`src/rtl/core/pmfa_pkg.sv`:
```
// pmfa_pkg: shared constants and types for the particulate sensor frame averager
// no dependencies; imported by the parser, the serial divider and the top level

package pmfa_pkg;

    // request kinds carried in s_tuser
    localparam logic [1:0] REQ_TICK    = 2'd0;
    localparam logic [1:0] REQ_BYTE    = 2'd1;
    localparam logic [1:0] REQ_COLLECT = 2'd2;

    // run command codes reported with every result
    localparam logic [1:0] CMD_NONE  = 2'd0;
    localparam logic [1:0] CMD_START = 2'd1;
    localparam logic [1:0] CMD_STOP  = 2'd2;

    // configuration register indexes
    localparam int CFG_IDX_W = 2;
    localparam logic [CFG_IDX_W-1:0] CFG_INTERVAL = 2'd0;
    localparam logic [CFG_IDX_W-1:0] CFG_WARMUP   = 2'd1;
    localparam logic [CFG_IDX_W-1:0] CFG_READING  = 2'd2;

    localparam logic [31:0] INTERVAL_RESET = 32'd145000;
    localparam logic [15:0] WARMUP_RESET   = 16'd15000;
    localparam logic [15:0] READING_RESET  = 16'd5000;

    // sensor frame bytes
    localparam logic [7:0] HDR_FIRST  = 8'hAA;
    localparam logic [7:0] HDR_SECOND = 8'hC0;
    localparam logic [7:0] TAIL_BYTE  = 8'hAB;

    localparam logic [15:0] MIN_RESET = 16'd20000;
    localparam logic [15:0] SAT_16    = 16'hFFFF;

    // sum*10 needs 36 bits, the reported mean keeps the low 20
    localparam int DIV_W = 36;
    localparam int AVG_W = 20;

    localparam int S_DATA_W = 40;
    localparam int M_DATA_W = 96;
    localparam int M_USER_W = 4;

    typedef struct packed {
        logic        done;
        logic        ok;
        logic [15:0] pm25;
        logic [15:0] pm10;
    } frame_t;

endpackage

```
`src/rtl/core/pmfa_frame_parser.sv`:
```
// pmfa_frame_parser: byte-wise parser for the sensor reply frame (header, body, checksum, tail)
// depends on pmfa_pkg for frame constants and the frame_t result type

module pmfa_frame_parser (
    input  logic             aclk,
    input  logic             aresetn,
    input  logic             restart,
    input  logic             byte_en,
    input  logic [7:0]       byte_in,
    output pmfa_pkg::frame_t frame
);
    import pmfa_pkg::*;

    localparam logic [3:0] PH_WAIT_HDR = 4'd0;
    localparam logic [3:0] PH_GOT_HDR  = 4'd1;
    localparam logic [3:0] PH_BODY0    = 4'd2;
    localparam logic [3:0] PH_BODY4    = 4'd6;
    localparam logic [3:0] PH_CHECK    = 4'd8;

    logic [3:0] phase_reg, phase_next, phase_cur;
    logic [7:0] sum_reg, sum_next;
    logic [7:0] body_reg [4];
    logic [7:0] check_reg;
    logic [3:0] body_idx;

    assign phase_cur = restart ? PH_WAIT_HDR : phase_reg;
    assign body_idx  = phase_cur - PH_BODY0;

    always_comb begin
        phase_next = phase_cur;
        sum_next   = sum_reg;
        frame      = '0;
        if (byte_en) begin
            priority if (phase_cur == PH_WAIT_HDR) begin
                phase_next = (byte_in == HDR_FIRST) ? PH_GOT_HDR : PH_WAIT_HDR;
            end else if (phase_cur == PH_GOT_HDR) begin
                if (byte_in == HDR_SECOND) begin
                    phase_next = PH_BODY0;
                    sum_next   = '0;
                end else begin
                    // a repeated first header byte keeps the half-found header
                    phase_next = (byte_in == HDR_FIRST) ? PH_GOT_HDR : PH_WAIT_HDR;
                end
            end else if (phase_cur < PH_CHECK) begin
                sum_next   = sum_reg + byte_in;
                phase_next = phase_cur + 4'd1;
            end else if (phase_cur == PH_CHECK) begin
                phase_next = phase_cur + 4'd1;
            end else begin
                frame.done = 1'b1;
                frame.ok   = (byte_in == TAIL_BYTE) && (sum_reg == check_reg);
                frame.pm25 = {body_reg[1], body_reg[0]};
                frame.pm10 = {body_reg[3], body_reg[2]};
                phase_next = PH_WAIT_HDR;
            end
        end
    end

    always_ff @(posedge aclk) begin
        if (!aresetn) begin
            phase_reg <= PH_WAIT_HDR;
            sum_reg   <= '0;
        end else begin
            phase_reg <= phase_next;
            sum_reg   <= sum_next;
        end
    end

    always_ff @(posedge aclk) begin
        if (byte_en && phase_cur >= PH_BODY0 && phase_cur < PH_BODY4) begin
            body_reg[body_idx[1:0]] <= byte_in;
        end
        if (byte_en && phase_cur == PH_CHECK) begin
            check_reg <= byte_in;
        end
    end

endmodule

```
`src/rtl/core/pmfa_div.sv`:
```
// pmfa_div: restoring serial divider, one quotient bit per cycle
// depends on pmfa_pkg for the dividend and result widths

module pmfa_div (
    input  logic                         aclk,
    input  logic                         aresetn,
    input  logic                         start,
    input  logic [pmfa_pkg::DIV_W-1:0]   dividend,
    input  logic [15:0]                  divisor,
    output logic                         busy,
    output logic                         done,
    output logic [pmfa_pkg::AVG_W-1:0]   quotient
);
    import pmfa_pkg::*;

    localparam int CNT_W = $clog2(DIV_W + 1);
    localparam logic [CNT_W-1:0] LAST_STEP = CNT_W'(DIV_W - 1);

    logic [DIV_W-1:0] dq_reg, dq_next;
    logic [15:0]      rem_reg, rem_next;
    logic [16:0]      shifted, trial;
    logic [CNT_W-1:0] cnt_reg, cnt_next;
    logic             busy_reg, busy_next;
    logic             done_reg, done_next;

    // dividend bits leave at the top, quotient bits enter at the bottom
    assign shifted = {rem_reg, dq_reg[DIV_W-1]};
    assign trial   = shifted - {1'b0, divisor};

    always_comb begin
        dq_next   = dq_reg;
        rem_next  = rem_reg;
        cnt_next  = cnt_reg;
        busy_next = busy_reg;
        done_next = 1'b0;
        if (start) begin
            dq_next   = dividend;
            rem_next  = '0;
            cnt_next  = '0;
            busy_next = 1'b1;
        end else if (busy_reg) begin
            if (!trial[16]) begin
                rem_next = trial[15:0];
                dq_next  = {dq_reg[DIV_W-2:0], 1'b1};
            end else begin
                rem_next = shifted[15:0];
                dq_next  = {dq_reg[DIV_W-2:0], 1'b0};
            end
            cnt_next = cnt_reg + 1'b1;
            if (cnt_reg == LAST_STEP) begin
                busy_next = 1'b0;
                done_next = 1'b1;
            end
        end
    end

    always_ff @(posedge aclk) begin
        if (!aresetn) begin
            busy_reg <= 1'b0;
            done_reg <= 1'b0;
            cnt_reg  <= '0;
        end else begin
            busy_reg <= busy_next;
            done_reg <= done_next;
            cnt_reg  <= cnt_next;
        end
    end

    always_ff @(posedge aclk) begin
        dq_reg  <= dq_next;
        rem_reg <= rem_next;
    end

    assign busy     = busy_reg;
    assign done     = done_reg;
    assign quotient = dq_reg[AVG_W-1:0];

endmodule

```
`src/rtl/core/pm_sensor_frame_averager.sv`:
```
// pm_sensor_frame_averager: top level, sequencer, sample store and output register
// depends on pmfa_pkg, pmfa_frame_parser and pmfa_div
//
// Usage:
//   s_ channel: one item per handshake; s_tuser carries the request kind (tick, received
//   sensor byte, collect), s_tdata the byte and the time within the send interval.
//   m_ channel: exactly one result item per input item, in order.
//   cfg channel: writes interval, warm-up and reading lengths; always ready. The user must
//   see that it is only written while no item is in flight; the block does not enforce this.
//   Sequencing: a tick or byte passes through the lead, window, execute and output states.
//   A collect with three or more samples trims the minimum and maximum, then runs two
//   divisions (sum*10 over the kept sample count, one for each reading) on the one serial
//   divider; with one or two samples there is no trimming, and an empty store skips the
//   divider. A new item is accepted only once the previous one has left the sequencer.
//   s_tready is high only while the sequencer is idle. A finished result sits in the
//   output register; the next item is accepted while it waits, and that item's result
//   is held in the sequencer until the receiver takes the pending one.
//   Reset: synchronous, active low; restores default lengths, stops the sensor flag,
//   clears the sample store and the error count, and empties the output register.

module pm_sensor_frame_averager (
    input  logic                             aclk,
    input  logic                             aresetn,
    // s_tdata: rx_byte[7:0], time_ms[39:8]
    input  logic                             s_tvalid,
    output logic                             s_tready,
    input  logic [pmfa_pkg::S_DATA_W-1:0]    s_tdata,
    // s_tuser: req_type[1:0]
    input  logic [1:0]                       s_tuser,
    // m_tdata: pm25_raw[15:0], pm10_raw[31:16], avg_pm10_deci[51:32],
    //          avg_pm25_deci[71:52], error_total[87:72], sensor_on[88],
    //          run_command[90:89], zero fill[95:91]
    output logic                             m_tvalid,
    input  logic                             m_tready,
    output logic [pmfa_pkg::M_DATA_W-1:0]    m_tdata,
    // m_tuser: frame_done[0], frame_ok[1], sample_taken[2], avg_valid[3]
    output logic [pmfa_pkg::M_USER_W-1:0]    m_tuser,
    input  logic                             cfg_valid,
    output logic                             cfg_ready,
    input  logic [pmfa_pkg::CFG_IDX_W-1:0]   cfg_index,
    input  logic [31:0]                      cfg_data
);
    import pmfa_pkg::*;

    typedef struct packed {
        logic [4:0]       pad;
        logic [1:0]       cmd;
        logic             sensor_on;
        logic [15:0]      error_total;
        logic [AVG_W-1:0] avg25;
        logic [AVG_W-1:0] avg10;
        logic [15:0]      pm10;
        logic [15:0]      pm25;
    } out_data_t;

    typedef struct packed {
        logic avg_valid;
        logic taken;
        logic ok;
        logic done;
    } out_user_t;

    localparam logic [3:0] ST_IDLE     = 4'd0;
    localparam logic [3:0] ST_LEAD     = 4'd1;
    localparam logic [3:0] ST_WIN      = 4'd2;
    localparam logic [3:0] ST_EXEC     = 4'd3;
    localparam logic [3:0] ST_TRIM_MIN = 4'd4;
    localparam logic [3:0] ST_TRIM_MAX = 4'd5;
    localparam logic [3:0] ST_START10  = 4'd6;
    localparam logic [3:0] ST_DIV10    = 4'd7;
    localparam logic [3:0] ST_START25  = 4'd8;
    localparam logic [3:0] ST_DIV25    = 4'd9;
    localparam logic [3:0] ST_FINISH   = 4'd10;
    localparam logic [3:0] ST_OUT      = 4'd11;

    logic [3:0]  state_reg, state_next;

    // configuration
    logic [31:0] interval_reg, interval_next;
    logic [15:0] warmup_reg, warmup_next;
    logic [15:0] reading_reg, reading_next;

    // latched item
    logic [1:0]  req_reg, req_next;
    logic [7:0]  byte_reg, byte_next;
    logic [31:0] time_reg, time_next;

    // window bounds worked out per item
    logic [16:0] lead_reg, lead_next;
    logic        long_iv_reg, long_iv_next;
    logic [31:0] win_start_reg, win_start_next;
    logic [31:0] thr_reg, thr_next;

    // sample store
    logic [31:0] coarse_sum_reg, coarse_sum_next;
    logic [31:0] fine_sum_reg, fine_sum_next;
    logic [15:0] coarse_min_reg, coarse_min_next;
    logic [15:0] coarse_max_reg, coarse_max_next;
    logic [15:0] fine_min_reg, fine_min_next;
    logic [15:0] fine_max_reg, fine_max_next;
    logic [15:0] count_reg, count_next;
    logic [15:0] error_reg, error_next;
    logic        running_reg, running_next;

    // collect working values
    logic [31:0] s10_reg, s10_next;
    logic [31:0] s25_reg, s25_next;
    logic [15:0] n_reg, n_next;

    // result under construction
    logic             res_done_reg, res_done_next;
    logic             res_ok_reg, res_ok_next;
    logic             res_taken_reg, res_taken_next;
    logic [15:0]      res_p25_reg, res_p25_next;
    logic [15:0]      res_p10_reg, res_p10_next;
    logic             res_avalid_reg, res_avalid_next;
    logic [AVG_W-1:0] res_a10_reg, res_a10_next;
    logic [AVG_W-1:0] res_a25_reg, res_a25_next;
    logic [1:0]       res_cmd_reg, res_cmd_next;

    // output register
    logic        m_tvalid_reg, m_tvalid_next;
    out_data_t   m_data_reg, m_data_next;
    out_user_t   m_user_reg, m_user_next;

    logic             parse_restart, parse_byte_en;
    frame_t           frame;
    logic             div_start, div_busy, div_done;
    logic [DIV_W-1:0] div_dividend;
    logic [AVG_W-1:0] div_quot;
    logic [31:0]      s_sel;
    logic             in_window;

    pmfa_frame_parser u_parser (
        .aclk    (aclk),
        .aresetn (aresetn),
        .restart (parse_restart),
        .byte_en (parse_byte_en),
        .byte_in (byte_reg),
        .frame   (frame)
    );

    pmfa_div u_div (
        .aclk     (aclk),
        .aresetn  (aresetn),
        .start    (div_start),
        .dividend (div_dividend),
        .divisor  (n_reg),
        .busy     (div_busy),
        .done     (div_done),
        .quotient (div_quot)
    );

    assign in_window = !(long_iv_reg && (time_reg < win_start_reg));
    assign s_sel     = (state_reg == ST_START25) ? s25_reg : s10_reg;
    // times ten as x*8 + x*2
    assign div_dividend = {1'b0, s_sel, 3'b000} + {3'b000, s_sel, 1'b0};
    assign div_start    = (state_reg == ST_START10) || (state_reg == ST_START25);

    always_comb begin
        state_next      = state_reg;
        interval_next   = interval_reg;
        warmup_next     = warmup_reg;
        reading_next    = reading_reg;
        req_next        = req_reg;
        byte_next       = byte_reg;
        time_next       = time_reg;
        lead_next       = lead_reg;
        long_iv_next    = long_iv_reg;
        win_start_next  = win_start_reg;
        thr_next        = thr_reg;
        coarse_sum_next = coarse_sum_reg;
        fine_sum_next   = fine_sum_reg;
        coarse_min_next = coarse_min_reg;
        coarse_max_next = coarse_max_reg;
        fine_min_next   = fine_min_reg;
        fine_max_next   = fine_max_reg;
        count_next      = count_reg;
        error_next      = error_reg;
        running_next    = running_reg;
        s10_next        = s10_reg;
        s25_next        = s25_reg;
        n_next          = n_reg;
        res_done_next   = res_done_reg;
        res_ok_next     = res_ok_reg;
        res_taken_next  = res_taken_reg;
        res_p25_next    = res_p25_reg;
        res_p10_next    = res_p10_reg;
        res_avalid_next = res_avalid_reg;
        res_a10_next    = res_a10_reg;
        res_a25_next    = res_a25_reg;
        res_cmd_next    = res_cmd_reg;
        m_data_next     = m_data_reg;
        m_user_next     = m_user_reg;
        m_tvalid_next   = m_tvalid_reg && !m_tready;
        parse_restart   = 1'b0;
        parse_byte_en   = 1'b0;

        if (cfg_valid) begin
            unique case (cfg_index)
                CFG_INTERVAL: interval_next = cfg_data;
                CFG_WARMUP:   warmup_next   = cfg_data[15:0];
                CFG_READING:  reading_next  = cfg_data[15:0];
                default: ;
            endcase
        end

        unique case (state_reg)
            ST_IDLE: begin
                if (s_tvalid) begin
                    req_next   = s_tuser;
                    byte_next  = s_tdata[7:0];
                    time_next  = s_tdata[39:8];
                    state_next = ST_LEAD;
                end
            end
            ST_LEAD: begin
                lead_next  = {1'b0, warmup_reg} + {1'b0, reading_reg};
                state_next = ST_WIN;
            end
            ST_WIN: begin
                long_iv_next   = interval_reg > {15'd0, lead_reg};
                win_start_next = interval_reg - {15'd0, lead_reg};
                thr_next       = (interval_reg >= {16'd0, reading_reg}) ?
                                 interval_reg - {16'd0, reading_reg} : '0;
                state_next     = ST_EXEC;
            end
            ST_EXEC: begin
                res_done_next   = 1'b0;
                res_ok_next     = 1'b0;
                res_taken_next  = 1'b0;
                res_p25_next    = '0;
                res_p10_next    = '0;
                res_avalid_next = 1'b0;
                res_a10_next    = '0;
                res_a25_next    = '0;
                res_cmd_next    = CMD_NONE;
                state_next      = ST_OUT;
                if (req_reg == REQ_TICK || req_reg == REQ_BYTE) begin
                    if (!in_window) begin
                        if (running_reg) begin
                            running_next = 1'b0;
                            res_cmd_next = CMD_STOP;
                        end
                    end else begin
                        if (!running_reg) begin
                            running_next  = 1'b1;
                            res_cmd_next  = CMD_START;
                            parse_restart = 1'b1;
                        end
                        if (req_reg == REQ_BYTE) begin
                            parse_byte_en = 1'b1;
                            res_done_next = frame.done;
                            res_ok_next   = frame.ok;
                            res_p25_next  = frame.pm25;
                            res_p10_next  = frame.pm10;
                            if (frame.done && frame.ok && time_reg > thr_reg &&
                                count_reg != SAT_16) begin
                                res_taken_next  = 1'b1;
                                coarse_sum_next = coarse_sum_reg + {16'd0, frame.pm10};
                                fine_sum_next   = fine_sum_reg + {16'd0, frame.pm25};
                                if (frame.pm10 < coarse_min_reg) coarse_min_next = frame.pm10;
                                if (frame.pm10 > coarse_max_reg) coarse_max_next = frame.pm10;
                                if (frame.pm25 < fine_min_reg) fine_min_next = frame.pm25;
                                if (frame.pm25 > fine_max_reg) fine_max_next = frame.pm25;
                                count_next = count_reg + 16'd1;
                            end
                        end
                    end
                end else if (req_reg == REQ_COLLECT) begin
                    s10_next = coarse_sum_reg;
                    s25_next = fine_sum_reg;
                    n_next   = count_reg;
                    if (count_reg > 16'd2) begin
                        n_next     = count_reg - 16'd2;
                        state_next = ST_TRIM_MIN;
                    end else if (count_reg == 16'd0) begin
                        state_next = ST_FINISH;
                    end else begin
                        state_next = ST_START10;
                    end
                end
            end
            ST_TRIM_MIN: begin
                s10_next   = s10_reg - {16'd0, coarse_min_reg};
                s25_next   = s25_reg - {16'd0, fine_min_reg};
                state_next = ST_TRIM_MAX;
            end
            ST_TRIM_MAX: begin
                s10_next   = s10_reg - {16'd0, coarse_max_reg};
                s25_next   = s25_reg - {16'd0, fine_max_reg};
                state_next = ST_START10;
            end
            ST_START10: state_next = ST_DIV10;
            ST_DIV10: begin
                if (div_done) begin
                    res_a10_next = div_quot;
                    state_next   = ST_START25;
                end
            end
            ST_START25: state_next = ST_DIV25;
            ST_DIV25: begin
                if (div_done) begin
                    res_a25_next = div_quot;
                    state_next   = ST_FINISH;
                end
            end
            ST_FINISH: begin
                res_avalid_next = (n_reg != 16'd0);
                // fewer than three samples counts as an error, none at all too
                if (count_reg < 16'd3 && error_reg != SAT_16) begin
                    error_next = error_reg + 16'd1;
                end
                coarse_sum_next = '0;
                fine_sum_next   = '0;
                coarse_min_next = MIN_RESET;
                fine_min_next   = MIN_RESET;
                coarse_max_next = '0;
                fine_max_next   = '0;
                count_next      = '0;
                if (long_iv_reg && running_reg) begin
                    running_next = 1'b0;
                    res_cmd_next = CMD_STOP;
                end
                state_next = ST_OUT;
            end
            ST_OUT: begin
                if (!m_tvalid_reg || m_tready) begin
                    m_tvalid_next           = 1'b1;
                    m_data_next.pad         = '0;
                    m_data_next.cmd         = res_cmd_reg;
                    m_data_next.sensor_on   = running_reg;
                    m_data_next.error_total = error_reg;
                    m_data_next.avg25       = res_a25_reg;
                    m_data_next.avg10       = res_a10_reg;
                    m_data_next.pm10        = res_p10_reg;
                    m_data_next.pm25        = res_p25_reg;
                    m_user_next.avg_valid   = res_avalid_reg;
                    m_user_next.taken       = res_taken_reg;
                    m_user_next.ok          = res_ok_reg;
                    m_user_next.done        = res_done_reg;
                    state_next              = ST_IDLE;
                end
            end
            default: state_next = ST_IDLE;
        endcase
    end

    always_ff @(posedge aclk) begin
        if (!aresetn) begin
            state_reg      <= ST_IDLE;
            interval_reg   <= INTERVAL_RESET;
            warmup_reg     <= WARMUP_RESET;
            reading_reg    <= READING_RESET;
            coarse_sum_reg <= '0;
            fine_sum_reg   <= '0;
            coarse_min_reg <= MIN_RESET;
            coarse_max_reg <= '0;
            fine_min_reg   <= MIN_RESET;
            fine_max_reg   <= '0;
            count_reg      <= '0;
            error_reg      <= '0;
            running_reg    <= 1'b0;
            m_tvalid_reg   <= 1'b0;
        end else begin
            state_reg      <= state_next;
            interval_reg   <= interval_next;
            warmup_reg     <= warmup_next;
            reading_reg    <= reading_next;
            coarse_sum_reg <= coarse_sum_next;
            fine_sum_reg   <= fine_sum_next;
            coarse_min_reg <= coarse_min_next;
            coarse_max_reg <= coarse_max_next;
            fine_min_reg   <= fine_min_next;
            fine_max_reg   <= fine_max_next;
            count_reg      <= count_next;
            error_reg      <= error_next;
            running_reg    <= running_next;
            m_tvalid_reg   <= m_tvalid_next;
        end
    end

    always_ff @(posedge aclk) begin
        req_reg        <= req_next;
        byte_reg       <= byte_next;
        time_reg       <= time_next;
        lead_reg       <= lead_next;
        long_iv_reg    <= long_iv_next;
        win_start_reg  <= win_start_next;
        thr_reg        <= thr_next;
        s10_reg        <= s10_next;
        s25_reg        <= s25_next;
        n_reg          <= n_next;
        res_done_reg   <= res_done_next;
        res_ok_reg     <= res_ok_next;
        res_taken_reg  <= res_taken_next;
        res_p25_reg    <= res_p25_next;
        res_p10_reg    <= res_p10_next;
        res_avalid_reg <= res_avalid_next;
        res_a10_reg    <= res_a10_next;
        res_a25_reg    <= res_a25_next;
        res_cmd_reg    <= res_cmd_next;
        m_data_reg     <= m_data_next;
        m_user_reg     <= m_user_next;
    end

    assign s_tready  = (state_reg == ST_IDLE);
    assign cfg_ready = 1'b1;
    assign m_tvalid  = m_tvalid_reg;
    assign m_tdata   = m_data_reg;
    assign m_tuser   = m_user_reg;

    a_div_start_free: assert property (@(posedge aclk) disable iff (!aresetn)
        div_start |-> !div_busy)
        else $error("divider started while still busy");

    a_no_mixed_result: assert property (@(posedge aclk) disable iff (!aresetn)
        m_tvalid_reg |-> !(m_user_reg.done && m_user_reg.avg_valid))
        else $error("frame and averages reported in one item");

    a_start_means_on: assert property (@(posedge aclk) disable iff (!aresetn)
        (m_tvalid_reg && m_data_reg.cmd == CMD_START) |-> m_data_reg.sensor_on)
        else $error("start command reported with sensor off");

    a_error_monotonic: assert property (@(posedge aclk) disable iff (!aresetn)
        $past(aresetn) |-> error_reg >= $past(error_reg))
        else $error("error count went down");

    a_ready_not_dividing: assert property (@(posedge aclk) disable iff (!aresetn)
        s_tready |-> !div_busy)
        else $error("input ready during a division");

endmodule
```
`config.mk`:
```
export PLATFORM = sky130hd
export DESIGN_NAME = pm_sensor_frame_averager
export DESIGN_NICKNAME = d
export VERILOG_FILES = /design/src/rtl/core/pmfa_pkg.sv /design/src/rtl/core/pmfa_frame_parser.sv /design/src/rtl/core/pmfa_div.sv /design/src/rtl/core/pm_sensor_frame_averager.sv
export SDC_FILE = /design/constraint.sdc
export NUM_CORES = 2
export LEC_CHECK = 0
export ABC_AREA = 1
export BUFFER_PORTS_ARGS = -buffer_cell sky130_fd_sc_hd__buf_2
export CAP_MARGIN = 0
export CORE_ASPECT_RATIO = 2
export CORE_UTILIZATION = 60
export CTS_CLUSTER_SIZE = 14
export DETAILED_ROUTE_END_ITERATION = 10
export PLACE_DENSITY = 0.78
export RECOVER_POWER = 50
export SLEW_MARGIN = 20
export SYNTH_ARGS = -nofsm -noshare
export SYNTH_HDL_FRONTEND = slang
export SYNTH_HIERARCHICAL = 1
export SYNTH_SLANG_ARGS = --single-unit
```
`constraint.sdc`:
```
create_clock -name aclk -period 13.2 [get_ports aclk]
set_clock_uncertainty 0.1 [all_clocks]
set_input_delay 1.32 -clock aclk [delete_from_list [all_inputs] [get_ports aclk]]
set_output_delay 1.32 -clock aclk [all_outputs]
set_load 0.01 [all_outputs]
```
==> summary.md <==
| Metric | Value |
|---|---|
| Setup Buffers After CTS | 0 |
| Total track usage | 33.9% |
| Ys flop type | edfxtp_1 |
| Final Max Slew Viols | 552 |
| Synth warnings | 6 |
| Final Hold Viols | 0 |
| Largest net degree at the start of global routing | 86 |
| R2R depth | 22 |
| Fin crit period | 8.03 ns |
| Final setup vio count | 0 |
| CP Data Required Time | 13.70 ns |
| Hold Crit Start | res_a25_reg[19] |
| Commonest non-fill, non-tap cell in the layout | nand2_1 |
| Final Cycle Share | 60.8% |
| Power Total | 5.81 mW |
| Core box area | 71000 sq um |
| Synth top area cells | edfxtp_1, dfxtp_1, nand2_1, ha_1, inv_1 |
| Worst path depth | 22 |
| Worst hold slack | 0.317 ns |
| Via count | 37000 |
| CP Capture Type | flip-flop |
| Power Dens Cells | 125 nW/um^2 |
| First-pass GRT wire length | 190 mm |
| Max incr delay on CP | 1.75 ns |
| Average wire per standard cell | 18.7 um |
| Mean Syn Cell Area | 7.87 sq um |
| Leak | 20.7 nW |
| Die width | 192 um |
| Die Span Y | 381 um |
| Starting DRC count in detailed routing | 1879 |
| Finished Cell Area | 46700 sq um |
| Crit path launch | state_reg[3] |
| Setup TNS | 0 ns |
| Drt drc | 0 |
| Worst r2r src | state_reg[3] |
| Ys async rst share | 0% |
| Worst endpoint data arrival time | 8.53 ns |
| Synthesis-stage register bit count | 719 |
| Layout net count | 5984 |
| Clock sinks | 719 |
| Status | finished, violations left |
| RSZ-0062 raised after global routing | false |
| Startpoint types | flip-flop |
| Drt via density | 5.64 |
| Post-Route WL | 123 mm |
| Reg clk slew, reported paths | 0.07 ns |
| Top-area cell type share of the netlist area | 31.5% |
| Cells after DPL | 6431 |
| Part of the power in combinational logic | 19.6% |
| Worst Setup Path Type | reg -> reg |
| FF-to-FF End | coarse_max_reg[3] |
| Cells after synthesis | 5486 |
| Crit path max-delay family | buffers and inverters |
| Initial core utilization | 60.8% |
| Vias in the first global route | 37500 |
| Clk network pwr share | 34.3% |
| CTS buffer count | 68 |
| Crit path top cell by count | nand2_1 |
| Cts hold-fix bufs | 0 |
| Sequential fraction of the synthesis area | 43.8% |
| Slowest-stage cell, CP | clkbuf_1 |
| Cell Area, Placed | 44600 sq um |
| Max Clk Rate | 125 MHz |
| Maximum VDD drop | 0.150 mV |
| Worst R2R Setup Slack | 5.17 ns |
| Longest Clk Path Bufs | 3 |
| Hpwl dp | 94.2 mm |
| IO Port Bufs | 177 |
| Rows | 138 |
| Number of enable flip-flop cells after synthesis | 453 |
| Grt total ovfl | 0 |
| Yosys cell types | 62 |
| Max-Cap Viols | 13 |
| Syn-to-layout area delta | 8.13% |
| Initial antenna violation count | 5 |
| Internal | 4.06 mW |
| Failing checks | max-capacitance violations, max-slew violations |
| Share of layout cells above drive strength 1 | 5.63% |
| Finished Layout Cells | 6558 |
| Clock Latency Late Sink | 0.67 ns |
| Yosys top cell by area | edfxtp_1 |
| Worst-margin pin slew | 3.69 ns |
| Hold Path Cell Cnt | 0 |
| Hold EP | m_tdata[71] |
| GP Congestion | 1.03 |
| Clock root buffer | clkbuf_16 |
| CTS tree | yes |
| Cts repair resizes | 0 |
| Die ar. | 73100 sq um |
| Slew margin rel. | -146% |
| Most frequent cells in the layout | nand2_1, inv_1, nor2_1 |
| Drt pass-1 iters | 6 |
| Fraction of power spent switching nets | 30.2% |
| Switch Pwr | 1.76 mW |
| HP Class | reg -> reg |
| Crit-path max FO | 35 |
| Buf/Inv on CP | 5 |
| Cell Area, Synth | 43200 sq um |
| Sequential share of power | 46.1% |
| CP cell instances | nor2_1, inv_1, nor2_4, clkbuf_1, inv_1, nor2_1, nand3_2, buf_4, nor2_1, ha_1, nand2_1, nor3_1, nand2_1, nand2_1, nand2_1, nand2_1, nand2_1, a21oi_1, nand2_1, inv_1, nor2_1, nor2_1 |
| Post-route ant nets | 0 |
| Largest register FFs | 91 |
| H-tree depth | 3 |
| Ports | 184 |
[per-stage QoR]
| stage | worst slack (ns) | utilization (%) |
|---|---|---|
| after floorplan | 6.54 | - |
| after global placement | 7.04 | 62.9 |
| after detailed placement | 6.88 | 62.9 |
| after CTS | 6.86 | 66.0 |
| after global routing | 4.74 | 65.8 |
| final | 5.17 | 65.8 |
[worst max path at each step]
stage                   endpoint  slack (ns)
6_report       coarse_max_reg[3]        5.17
5_1_grt        coarse_max_reg[7]        4.74
4_1_cts        coarse_max_reg[3]        6.86
3_5_place_dp   coarse_max_reg[7]        6.88
3_3_place_gp   coarse_max_reg[4]        7.04
2_1_floorplan         m_tdata[0]        6.54
[synth_stat cells, types with 8 or more instances]
cell type,instances
a21boi_0,9
a21o_1,15
a21oi_1,375
buf_1,8
buf_2,30
buf_4,41
clkbuf_1,100
dfxtp_1,266
edfxtp_1,453
fa_1,10
ha_1,302
inv_1,697
inv_2,14
mux2_2,13
nand2_1,1336
nand2_2,12
nand3_1,327
nand3b_1,21
nand4_1,63
nor2_1,672
nor3_1,83
nor4_1,29
o211ai_1,13
o21a_1,9
o21ai_0,281
o21ai_1,8
o21bai_1,15
or2_2,18
xnor2_1,71
xor2_1,117
[worst reg2reg max path, delay by kind of cell, from the launching register on]
kind,cells,cell delay [ns]
AND/OR/NAND/NOR,15,3.01
buffers and inverters,5,3.63
adder cells (fa/ha/maj),1,0.18
AO/OA/AOI/OAI,1,0.71
flip-flops,1,0.34
[cells by family after synthesis]
kind of cell / synth area share [%]
buf+inv: 8.33
simple gates: 25.1
xor+xnor: 3.81
mux: 0.339
compound gates: 9.32
fa+ha+maj: 9.21
flops: 43.8
other cells: 0.0174
[final cells by class]
cell class                      instances  area [sq um]
Fill cell                            6153         24300
Inverter                              715          2690
Timing Repair Buffer                  213          1020
Clock inverter                         26           244
Antenna cell                            2          5.00
Sequential cell                       719         18900
Multi-Input combinational cell       3874         20700
Tap cell                              910          1140
Clock buffer                           99          1950
[per-layer routing]
metal / GRT usage, % / wire length, um
met5: 0 / 25
met4: 28.9 / 11700
met3: 5.73 / 6270
met2: 63.7 / 64800
met1: 30.4 / 39900
[power groups by stage]
stage | Combinational [mW] | Sequential (mW) | Clock, mW
after floorplan | 0.814 | 2.69 | 0
after global placement | 1.10 | 2.71 | 0
after detailed placement | 1.12 | 2.72 | 0
after CTS | 1.13 | 2.67 | 2.02
after global routing | 1.27 | 2.69 | 2.10
final | 1.14 | 2.68 | 2.00
Power figures use the tool's default switching activity.
